File: config.mk
export PLATFORM = sky130hd
export DESIGN_NAME = m3i_skid
export DESIGN_NICKNAME = d
export VERILOG_FILES = /design/src/m3i_pkg.sv /design/src/m3i_skid.sv
export SDC_FILE = /design/constraint.sdc
export NUM_CORES = 1
export LEC_CHECK = 0
export BUFFER_PORTS_ARGS = -buffer_cell sky130_fd_sc_hd__buf_2
export CAP_MARGIN = 30
export CORE_MARGIN = 3
export CORE_UTILIZATION = 30
export DETAILED_ROUTE_END_ITERATION = 12
export GPL_ROUTABILITY_DRIVEN = 0
export HOLD_SLACK_MARGIN = 0.15
export SYNTH_ARGS = -nofsm -noshare
export SYNTH_HDL_FRONTEND = slang
export SYNTH_SLANG_ARGS = --single-unit
File: constraint.sdc
create_clock -name i_clk -period 67.7 [get_ports i_clk]
set_clock_uncertainty 0.2 [all_clocks]
set_input_delay 20.31 -clock i_clk [delete_from_list [all_inputs] [get_ports i_clk]]
set_output_delay 20.31 -clock i_clk [all_outputs]
set_load 0.02 [all_outputs]
File: src/m3i_pkg.sv
`timescale 1ns / 1ps
// shared types, constants and helpers for the 3x3 inverse / determinant core
// no dependencies

package m3i_pkg;

    localparam int WORD          = 32;
    localparam int FRAC_BITS_DEF = 16;
    localparam int N_ENT         = 9;
    localparam int N_ROW         = 3;
    localparam int W_PROD        = 2 * WORD;
    localparam int W_COF         = W_PROD + 1;
    localparam int W_PP          = W_COF;
    localparam int W_DET         = W_COF + WORD + 2;

    typedef logic signed [WORD-1:0]   t_word;
    typedef logic signed [W_PROD-1:0] t_prod;
    typedef logic signed [W_COF-1:0]  t_cof;
    typedef logic signed [W_PP-1:0]   t_pp;
    typedef logic signed [W_DET-1:0]  t_det;

    typedef t_word t_mat [N_ENT];
    typedef t_word t_row [N_ROW];
    typedef t_cof  t_adj [N_ENT];

    typedef struct packed {
        logic [N_ENT-1:0][WORD-1:0] inv;
        logic [WORD-1:0]            det;
        logic                       singular;
    } t_res;

    // cofactor k (already transposed) = m[A]*m[B] - m[C]*m[D]
    localparam int COF_A [N_ENT] = '{4, 7, 1, 6, 0, 3, 3, 6, 0};
    localparam int COF_B [N_ENT] = '{8, 2, 5, 5, 8, 2, 7, 1, 4};
    localparam int COF_C [N_ENT] = '{7, 1, 4, 3, 6, 0, 6, 0, 3};
    localparam int COF_D [N_ENT] = '{5, 8, 2, 8, 2, 5, 4, 7, 1};

    localparam logic [WORD-1:0] MIN_MAG  = {1'b1, {(WORD-1){1'b0}}};
    localparam t_word           WORD_MIN = t_word'(MIN_MAG);
    localparam t_word           WORD_MAX = t_word'(~MIN_MAG);

    // sign + magnitude to saturated two's complement word
    function automatic t_word sat_word(input logic neg, input logic ovf,
                                       input logic [WORD-1:0] mag);
        t_word res;
        if (neg) begin
            if (ovf || (mag > MIN_MAG)) res = WORD_MIN;
            else                        res = t_word'(~mag + 1'b1);
        end else begin
            if (ovf || mag[WORD-1]) res = WORD_MAX;
            else                    res = t_word'(mag);
        end
        return res;
    endfunction

endpackage

File: src/m3i_skid.sv
`timescale 1ns / 1ps
// output register plus skid slot; stalls the pipeline only when both are full
// depends on m3i_pkg

module m3i_skid (
    input  logic          i_clk,
    input  logic          i_rst_n,
    input  logic          i_valid,
    input  m3i_pkg::t_res i_data,
    output logic          o_en,
    output logic          o_valid,
    output m3i_pkg::t_res o_data,
    input  logic          i_ready
);
    import m3i_pkg::*;

    logic r_out_v, r_skid_v;
    t_res r_out, r_skid;

    assign o_en = !r_skid_v;

    always_ff @(posedge i_clk) begin
        if (!i_rst_n) begin
            r_out_v  <= 1'b0;
            r_skid_v <= 1'b0;
        end else if (!r_out_v || i_ready) begin
            r_out_v  <= r_skid_v | i_valid;
            r_skid_v <= 1'b0;
        end else if (!r_skid_v && i_valid) begin
            r_skid_v <= 1'b1;
        end
    end

    always_ff @(posedge i_clk) begin
        if (!r_out_v || i_ready) begin
            r_out <= r_skid_v ? r_skid : i_data;
        end else if (!r_skid_v) begin
            r_skid <= i_data;
        end
    end

    assign o_valid = r_out_v;
    assign o_data  = r_out;

endmodule

==> flow_summary.toml, run 1 <==
[setup_path]
critPathKind = "in2reg"
worstPathRequired_ps = 67690
crit_chain = "buf_2, nor2b_4, buf_4, buf_4, buf_4"
crit_fanout = 62
r2r-start = "r_skid_v"
worstSetupEndpointType = "flip-flop"
worstSetupEndpoint = "r_skid[200]"
crit_buf_inv = 4
critPathArrivalTime_ps = 23310
r2r_slack_ps = 63710
crit_start = "i_ready"
crit_slowest_cell = "buf_4"
critPathMostFrequentCell = "buf_4"
critical_path.top_delay_family = "buffers and inverters"
worstRegToRegCells = 4
worstSetupStartpointType = "primary input"
r2r_end = "o_data[121]"
max_stage_delay_ps = 810
cp.depth = 5

[yosys]
syn_area_sq_um = 24300
synth_top_family_by_area = "multiplexers"
yosysTopAreaCell = "edfxtp_1"
seq_area_frac_synth_pct = 79.51
synthFlopType = "edfxtp_1"
synth.area.top_cells = "edfxtp_1 (79%), mux2_4 (16%), mux2_2 (3.0%)"
ys_top_cells_by_count = "edfxtp_1 (642), mux2_4 (257), mux2_2 (64)"
syn_area_per_cell_sq_um = 24.13
synth_top_cell_area_share_pct = 79.34
synthSimpleGateAreaFrac_pct = 0.04120
synth_edf_count = 642
synth_cells = 1007
ys_types = 11
yosysWarnings = 0
synthMuxAreaShare_pct = 18.85
synthArstFlopShare_pct = 0
synth_fp_nets = 1332
synthXorXnorAreaFrac_pct = 0
synth.most_common_cell = "edfxtp_1"
ys_seq_elements = 644
synth_compound_area_share_pct = 0.05665
yosys.area_share.adder_pct = 0

[place]
dpl_worst_slack_ps = 43750
placed_area_sq_um = 28630
port_buffers = 647
dp_hpwl_um = 38140

[routing]
vias = 12143
post_drt_via_cell_ratio = 4.306
firstDrtPassIters = 4
drtIter0Drc = 593
drc = 0
wl_per_cell_um = 19.88
wirelength_um = 56070
ant_nets = 0

[finish]
final_core_utilization_pct = 38.94
drive_above_1_share_pct = 61.58
nNetsFinal = 2034
area_growth_pct = 27.63
final_cell_area_sq_um = 31010

[clocking]
path_clk_slew_ps = 60
cts_tree = "yes"
cts_hold_buf = 0
clock_latency_ps = 580
clockBufferDepth = 3
cts_resized = 0
cts_setup_buffers = 0
cts.sinks = 644
cts_buffers = 69
h-tree-depth = 3
cts_root_buf = "clkbuf_16"

[sta]
hold_violations = 0
period_minus_slack_ps = 23310
slew_headroom_pct = 34.10
max_freq_mhz = 42.90
drv_slew = 0
hold_ws_ps = 355.1
worst_slack_ps = 44390
setup_viol_count_final = 0
setup_tns_ps = 0
grt_setup_unrepaired = "false"
tightest_slew_ps = 988.5
fin_crit_sh_pct = 34.44

[hold_path]
hp-class = "reg2reg"

[floorplanning]
die_x_um = 290.6
start_util_pct = 30.51
io-pin-count = 648
die-area_sq_um = 84440
core_sq_um = 79640
dieHeight_um = 290.6
placementRows = 103

[grt]
gr-total-overflow = 0
first_global_vias = 13175
track_usage_pct = 12.81
antenna_found_initial = 13
grt_pass1_wl_um = 84050
grt_max_degree = 125

[status]
status = "complete, no violations"

[pwr]
p_leak_nw = 12.07
powerDensity_nw_per_um2 = 29.80
peakVddDrop_mv = 0.01781

[run]
maxCapViolCount = 0
## sequential cells by signal, summed over array words and instances, names as in the netlist
name	flops
o_data	321
r_skid	321
o_valid	1
r_skid_v	1
## report_power, final
part / internal [W] / switching (W)
combinational: 0.0000327 / 0.0000471
sequential: 0.000466 / 0.00000653
clock: 0.000220 / 0.000152
total: 0.000719 / 0.000205
## worst register-to-register path: cells and delay by family (launching register included)
kind                   cells  cell delay (ps)
DFF                        1              660
buffers and inverters      3             2430
muxes                      1              440
## cells in the final DEF (no fill, tap or decap)
cell type	Yosys	final
inv_6	0	3
dfxtp_1	2	1
edfxtp_1	642	642
buf_16	0	6
clkbuf_1	0	20
clkinv_2	0	8
mux2_2	64	64
nor2_1	1	1
mux2_4	257	257
clkinv_8	0	2
dfxtp_4	0	1
clkbuf_16	0	71
nor2b_4	0	1
buf_4	0	14
inv_8	0	1
buf_2	6	647
bufinv_16	0	7
clkinv_1	0	10
o21ai_0	1	1
o31a_1	1	1
diode_2	0	8
clkinvlp_4	0	3
inv_1	2	1
## area by class of cell
type | instances | area, sq um
Antenna cell | 8 | 20.02
Clock inverter | 33 | 369.1
Inverter | 2 | 15.01
Multi-Input combinational cell | 325 | 4611
Clock buffer | 91 | 1852
Tap cell | 1050 | 1314
Fill cell | 7321 | 48630
Sequential cell | 644 | 19320
Timing Repair Buffer | 667 | 3508
## per-layer routing
| metal | routed length [um] | track usage [%] | vias up |
|---|---|---|---|
| met4 | 2097 | 5.700 | 6 |
| met2 | 28680 | 21.96 | 431 |
| met1 | 21320 | 14.83 | 6150 |
| met3 | 3926 | 3.790 | 110 |
| met5 | 41 | 0 | - |
| li1 | - | - | 5446 |
## per-stage QoR
step,power (W),cells
after floorplan,0.0005306,1007
after global placement,0.0005593,2682
after detailed placement,0.0005612,2683
after CTS,0.0009388,2807
after global routing,0.0009609,2820
final,0.0009242,2820
## cells by family after synthesis
family | count (synthesis)
buffers and inverters | 38
AOI/OAI and AO/OA | 2
muxes | 321
DFF | 644
and+or+nand+nor | 2
## how the worst min path moves through the flow
stage | to | slack, ps | start | depth (start not counted)
final | o_data[240] | 360 | r_skid[240] | 1
after global routing | r_skid[230] | 370 | r_skid[230] | 1
after CTS | o_data[254] | 360 | r_skid[254] | 1
after detailed placement | o_data[70] | 350 | r_skid[70] | 1
after global placement | o_data[128] | 340 | r_skid[128] | 1
after floorplan | o_data[100] | 340 | r_skid[100] | 1
Power figures use the tool's default switching activity.
==> run 2, diff against run 1 <==
ABC_AREA = 1   (was default)
clock period = 19.05 ns   (was 67.7 ns; I/O delays follow)
==> run 2 against run 1 <==
  * First-iteration DRC count rose by 55%
  * Critical path depth rose by 2
  * Synthesized area fell by 3.3%
  * Die area fell by 3.3%
  * Critical path type unchanged
  * Largest power group unchanged
==> flow_summary.toml, run 2 <==
[floorplanning]
die-area_sq_um = 81690
placementRows = 101
core_sq_um = 76710
die_x_um = 285.8
start_util_pct = 30.62
dieHeight_um = 285.8
io-pin-count = 648

[hold_path]
hp-class = "reg2reg"
holdPathStages = 2
min_to = "o_data[192]"
hp-start = "r_skid[192]"

[yosys]
synth_fp_nets = 2012
synthArstFlopShare_pct = 0
seq_area_frac_synth_pct = 82.25
ys_top_cells_by_count = "nand2_1 (965), edfxtp_1 (642), buf_2 (32)"
ys_types = 12
synth_top_family_by_area = "simple AND/OR/NAND/NOR gates"
synth_cells = 1687
synth.most_common_cell = "nand2_1"
synth_top_cell_area_share_pct = 82.08
syn_area_per_cell_sq_um = 13.92
ys_seq_elements = 644
synthSimpleGateAreaFrac_pct = 15.47
yosys.area_share.adder_pct = 0
yosysTopAreaCell = "edfxtp_1"
yosysWarnings = 0
synth.area.top_cells = "edfxtp_1 (82%), nand2_1 (15%), buf_6 (1.0%)"
synthFlopType = "edfxtp_1"
syn_area_sq_um = 23490
synth_compound_area_share_pct = 0.02131
synthXorXnorAreaFrac_pct = 0
synthMuxAreaShare_pct = 0
synth_edf_count = 642

[setup_path]
crit_slowest_cell = "inv_8"
worstRegToRegCells = 5
r2r_end = "r_skid[165]"
crit_start = "i_ready"
worstSetupEndpointType = "flip-flop"
critPathMostFrequentCell = "buf_4"
crit_fanout = 114
r2r-start = "o_valid"
max_stage_delay_ps = 770
worstSetupStartpointType = "primary input"
critPathKind = "in2reg"
crit_buf_inv = 6
worstPathRequired_ps = 19050
crit_chain = "buf_2, inv_1, nand2_8, inv_8, buf_4, buf_16, buf_4"
critical_path.top_delay_family = "buffers and inverters"
critPathArrivalTime_ps = 8750
r2r_slack_ps = 15240

[finish]
fin_cells = 3445
layout_common_cells = "nand2_1 (964), buf_2 (647), edfxtp_1 (642), clkbuf_16 (73)"
mostFrequentLayoutCell = "nand2_1"
drive_above_1_share_pct = 31.92
area_growth_pct = 27.64
nNetsFinal = 2680

[status]
status = "complete, no violations"

[sta]
grt_setup_unrepaired = "false"
setup_viol_count_final = 0
max_freq_mhz = 114.3
hold_violations = 0
tightest_slew_ps = 921.7
drv_slew = 0
setup_tns_ps = 0
slew_headroom_pct = 38.55
fin_crit_sh_pct = 45.93
period_minus_slack_ps = 8750
hold_ws_ps = 328.9

[pwr]
switchingPower_w = 0.0007803
clockPowerShare_pct = 39.6
p_total_w = 0.003285
intPower_w = 0.002505
peakVddDrop_mv = 0.06751
switching_share_pct = 23.75
power_frac_comb_pct = 8.5
pwr-share-seq_pct = 51.8
powerDensity_nw_per_um2 = 109.6
p_leak_nw = 12.82

[place]
placedCellCount = 3310
port_buffers = 647
dp_hpwl_um = 41860

[grt]
first_global_vias = 15342
gr-total-overflow = 0
track_usage_pct = 14.38
grt_max_degree = 115
grt_pass1_wl_um = 90430
antenna_found_initial = 9

[clocking]
clock_latency_ps = 590
cts_root_buf = "clkbuf_16"
cts_resized = 0
cts_hold_buf = 0
cts_buffers = 71
clockBufferDepth = 3
h-tree-depth = 3
cts_tree = "yes"
cts_setup_buffers = 0
path_clk_slew_ps = 60
cts.sinks = 644

[routing]
post_drt_via_cell_ratio = 4.342
wl_per_cell_um = 17.80
drc = 0
wirelength_um = 61310
firstDrtPassIters = 7
drtIter0Drc = 920
vias = 14957
ant_nets = 0

[run]
maxCapViolCount = 0
[run 2: cell count changes after synthesis, sizes merged]
cell / previous run / this run
nand2: 0 / 965
mux2: 321 / 0
buf: 36 / 67
clkbuf: 0 / 4
inv: 2 / 3
nand3: 0 / 1
nor2: 1 / 2
nor2b: 1 / 0
o31a: 1 / 0
[run 2: worst max path at each step]
stage,endpoint,cells past startpoint
after global placement,r_skid[157],6
after detailed placement,r_skid[173],7
after floorplan,r_skid[0],3
after global routing,r_skid[164],7
after CTS,r_skid[165],7
final,r_skid[165],7
[run 2: cell type report]
cell class                      count  area (sq um)
Fill cell                        7352         46730
Inverter                            3         26.28
Tap cell                         1030          1289
Sequential cell                   644         19320
Clock buffer                       88          1883
Timing Repair Buffer              666          3461
Antenna cell                        3         7.507
Multi-Input combinational cell    969          3656
Clock inverter                     42         336.6
[run 2: power groups by stage]
stage	sequential, W	combinational [W]	clock (W)
finish	0.00170	0.000280	0.00130
global route	0.00171	0.000303	0.00140
CTS	0.00170	0.000285	0.00134
detailed placement	0.00173	0.000284	0
global placement	0.00173	0.000278	0
floorplan	0.00181	0.0000724	0
[run 2: routing by layer]
layer	GRT usage, %	up-vias	part of all wire [%]
li1	-	7092	-
met1	17.37	7120	39
met2	24.04	599	49
met3	4.104	138	7.9
met4	6.256	8	3.7
met5	0	-	0.078
[run 2: through the flow]
step / setup WS, ps / area (sq um) / utilization, %
finish: 10300 / 29980 / 39.09
global route: 10070 / 29980 / 39.08
CTS: 10240 / 29920 / 39.00
detailed placement: 9578 / 27700 / 36.11
global placement: 9291 / 27640 / 36.04
floorplan: 2998 / 23500 / -
[run 2: kinds of logic (layout without fill, tap and decap cells)]
group                  after synthesis  after routing
DFF                                644            644
other                                0              3
AOI/OAI and AO/OA                    1              1
and+or+nand+nor                    968            968
buffers and inverters               74            799
[run 2: worst min-delay path, cell delays in order (launching register included)]
cell      delay [ps]
edfxtp_1         320
nand2_1           50
nand2_1           70
==> run 3, diff against run 2 <==
ABC_AREA = 0   (was 1)
clock period = 8.9 ns   (was 19.05 ns; I/O delays follow)
==> run 3 against run 2 <==
  * Routed wire length fell by 5.9%
  * Highest routed layer unchanged
  * Sequential cell count is the same
  * Count of clock-buffer cells in the layout shrank 9
  * Power up 110%
  * Sequential share of layout area down 2.0 points
  * Via count is 19% lower
  * Critical path type unchanged
  * Register-to-register slack worse by 9400 ps
  * Core utilization is 0.23 points lower
  * Setup slack got worse by 6000 ps
  * Global-route usage decreased by 1.2 points
==> flow_summary.toml, run 3 (synthesized netlist as in run 1, its figures left out) <==
[sta]
period_minus_slack_ps = 4556
setup_viol_count_final = 0
max_freq_mhz = 219.5
hold_ws_ps = 344.4
slew_headroom_pct = 24.28
drv_slew = 0
hold_violations = 0
fin_crit_sh_pct = 51.19
grt_setup_unrepaired = "false"
tightest_slew_ps = 1136

[floorplanning]
placementRows = 103
core_sq_um = 79640
start_util_pct = 30.51
die-area_sq_um = 84440
dieHeight_um = 290.6
die_x_um = 290.6
io-pin-count = 648

[clocking]
cts_tree = "yes"
h-tree-depth = 3
cts_root_buf = "clkbuf_16"
clock_latency_ps = 580
cts_buffers = 72
cts.sinks = 644
path_clk_slew_ps = 60
clockBufferDepth = 3
cts_resized = 0
cts_setup_buffers = 0
cts_hold_buf = 0

[routing]
drc = 0
ant_nets = 0
wirelength_um = 57690
drtIter0Drc = 645
wl_per_cell_um = 20.49
vias = 12056
firstDrtPassIters = 7
post_drt_via_cell_ratio = 4.281

[setup_path]
critical_path.top_delay_family = "buffers and inverters"
worstSetupEndpoint = "o_data[52]"
cp.depth = 4
r2r_slack_ps = 5820
worstPathRequired_ps = 8820
critPathArrivalTime_ps = 4470
max_stage_delay_ps = 430
crit_slowest_cell = "nor2b_4"
worstSetupEndpointType = "flip-flop"
crit_chain = "buf_2, nor2b_4, inv_8, buf_12"
crit_fanout = 147
crit_start = "i_ready"
worstRegToRegCells = 3
critPathKind = "in2reg"
r2r-start = "r_skid_v"
crit_buf_inv = 3
worstSetupStartpointType = "primary input"
r2r_end = "o_data[234]"

[place]
dp_hpwl_um = 38910
port_buffers = 647

[pwr]
p_leak_nw = 12.05
powerDensity_nw_per_um2 = 228.0
p_total_w = 0.007056
peakVddDrop_mv = 0.1216

[grt]
gr-usage-met2_pct = 22.65
grt_max_degree = 152
gr-usage-met1_pct = 15.25
gr-total-overflow = 0
met3_usage_pct = 4.157
track_usage_pct = 13.19
first_global_vias = 13236
top_usage_layer = "met2"
antenna_found_initial = 16
grt_pass1_wl_um = 85730

[finish]
drive_above_1_share_pct = 62.07
mostFrequentLayoutCell = "buf_2"
area_growth_pct = 27.38
nNetsFinal = 2029
layout_common_cells = "buf_2 (647), edfxtp_1 (642), mux2_4 (257), clkbuf_16 (72), mux2_2 (64)"

[run]
maxCapViolCount = 0

[hold_path]
hp-class = "reg2reg"

[status]
status = "complete, no violations"
run 3: how the worst min path moves through the flow:
stage / to / start / slack (ps) / cells after the start
2_1_floorplan: o_data[100] / r_skid[100] / 340 / 1
3_3_place_gp: o_data[253] / r_skid[253] / 340 / 1
3_5_place_dp: o_data[154] / r_skid[154] / 350 / 1
4_1_cts: o_data[45] / r_skid[45] / 340 / 1
5_1_grt: o_data[45] / r_skid[45] / 370 / 1
6_report: o_data[45] / r_skid[45] / 340 / 1
run 3: area by class of cell:
cell class	instances	area, sq um
Antenna cell	10	25.02
Clock buffer	79	1828
Clock inverter	47	415.4
Fill cell	7273	48700
Inverter	2	15.01
Multi-Input combinational cell	325	4611
Sequential cell	644	19320
Tap cell	1050	1314
Timing Repair Buffer	659	3418
run 3: stage by stage:
| stage | util, % | worst slack (ps) | setup TNS (ps) | std cells | cell area, sq um |
|---|---|---|---|---|---|
| after floorplan | - | -10230 | -3292530 | 1007 | 24300 |
| after global placement | 35.94 | 3464 | 0 | 2678 | 28630 |
| after detailed placement | 35.98 | 3857 | 0 | 2679 | 28650 |
| after CTS | 38.79 | 4500 | 0 | 2805 | 30900 |
| after global routing | 38.85 | 4345 | 0 | 2812 | 30940 |
| final | 38.86 | 4344 | 0 | 2816 | 30950 |
run 3: per-layer routing:
metal  share of wire (%)  routed length (um)  vias to the layer above
met2                  51               29360                      457
met3                 8.0                4617                      112
met5               0.071                  41                        -
met4                 3.2                1873                        6
li1                    -                   -                     5440
met1                  38               21800                     6041
run 3: power by group:
part	internal, W	switching [W]	total, W
clock network	0.00166	0.00119	0.00285
logic	0.000246	0.000360	0.000606
registers	0.00355	0.0000509	0.00360
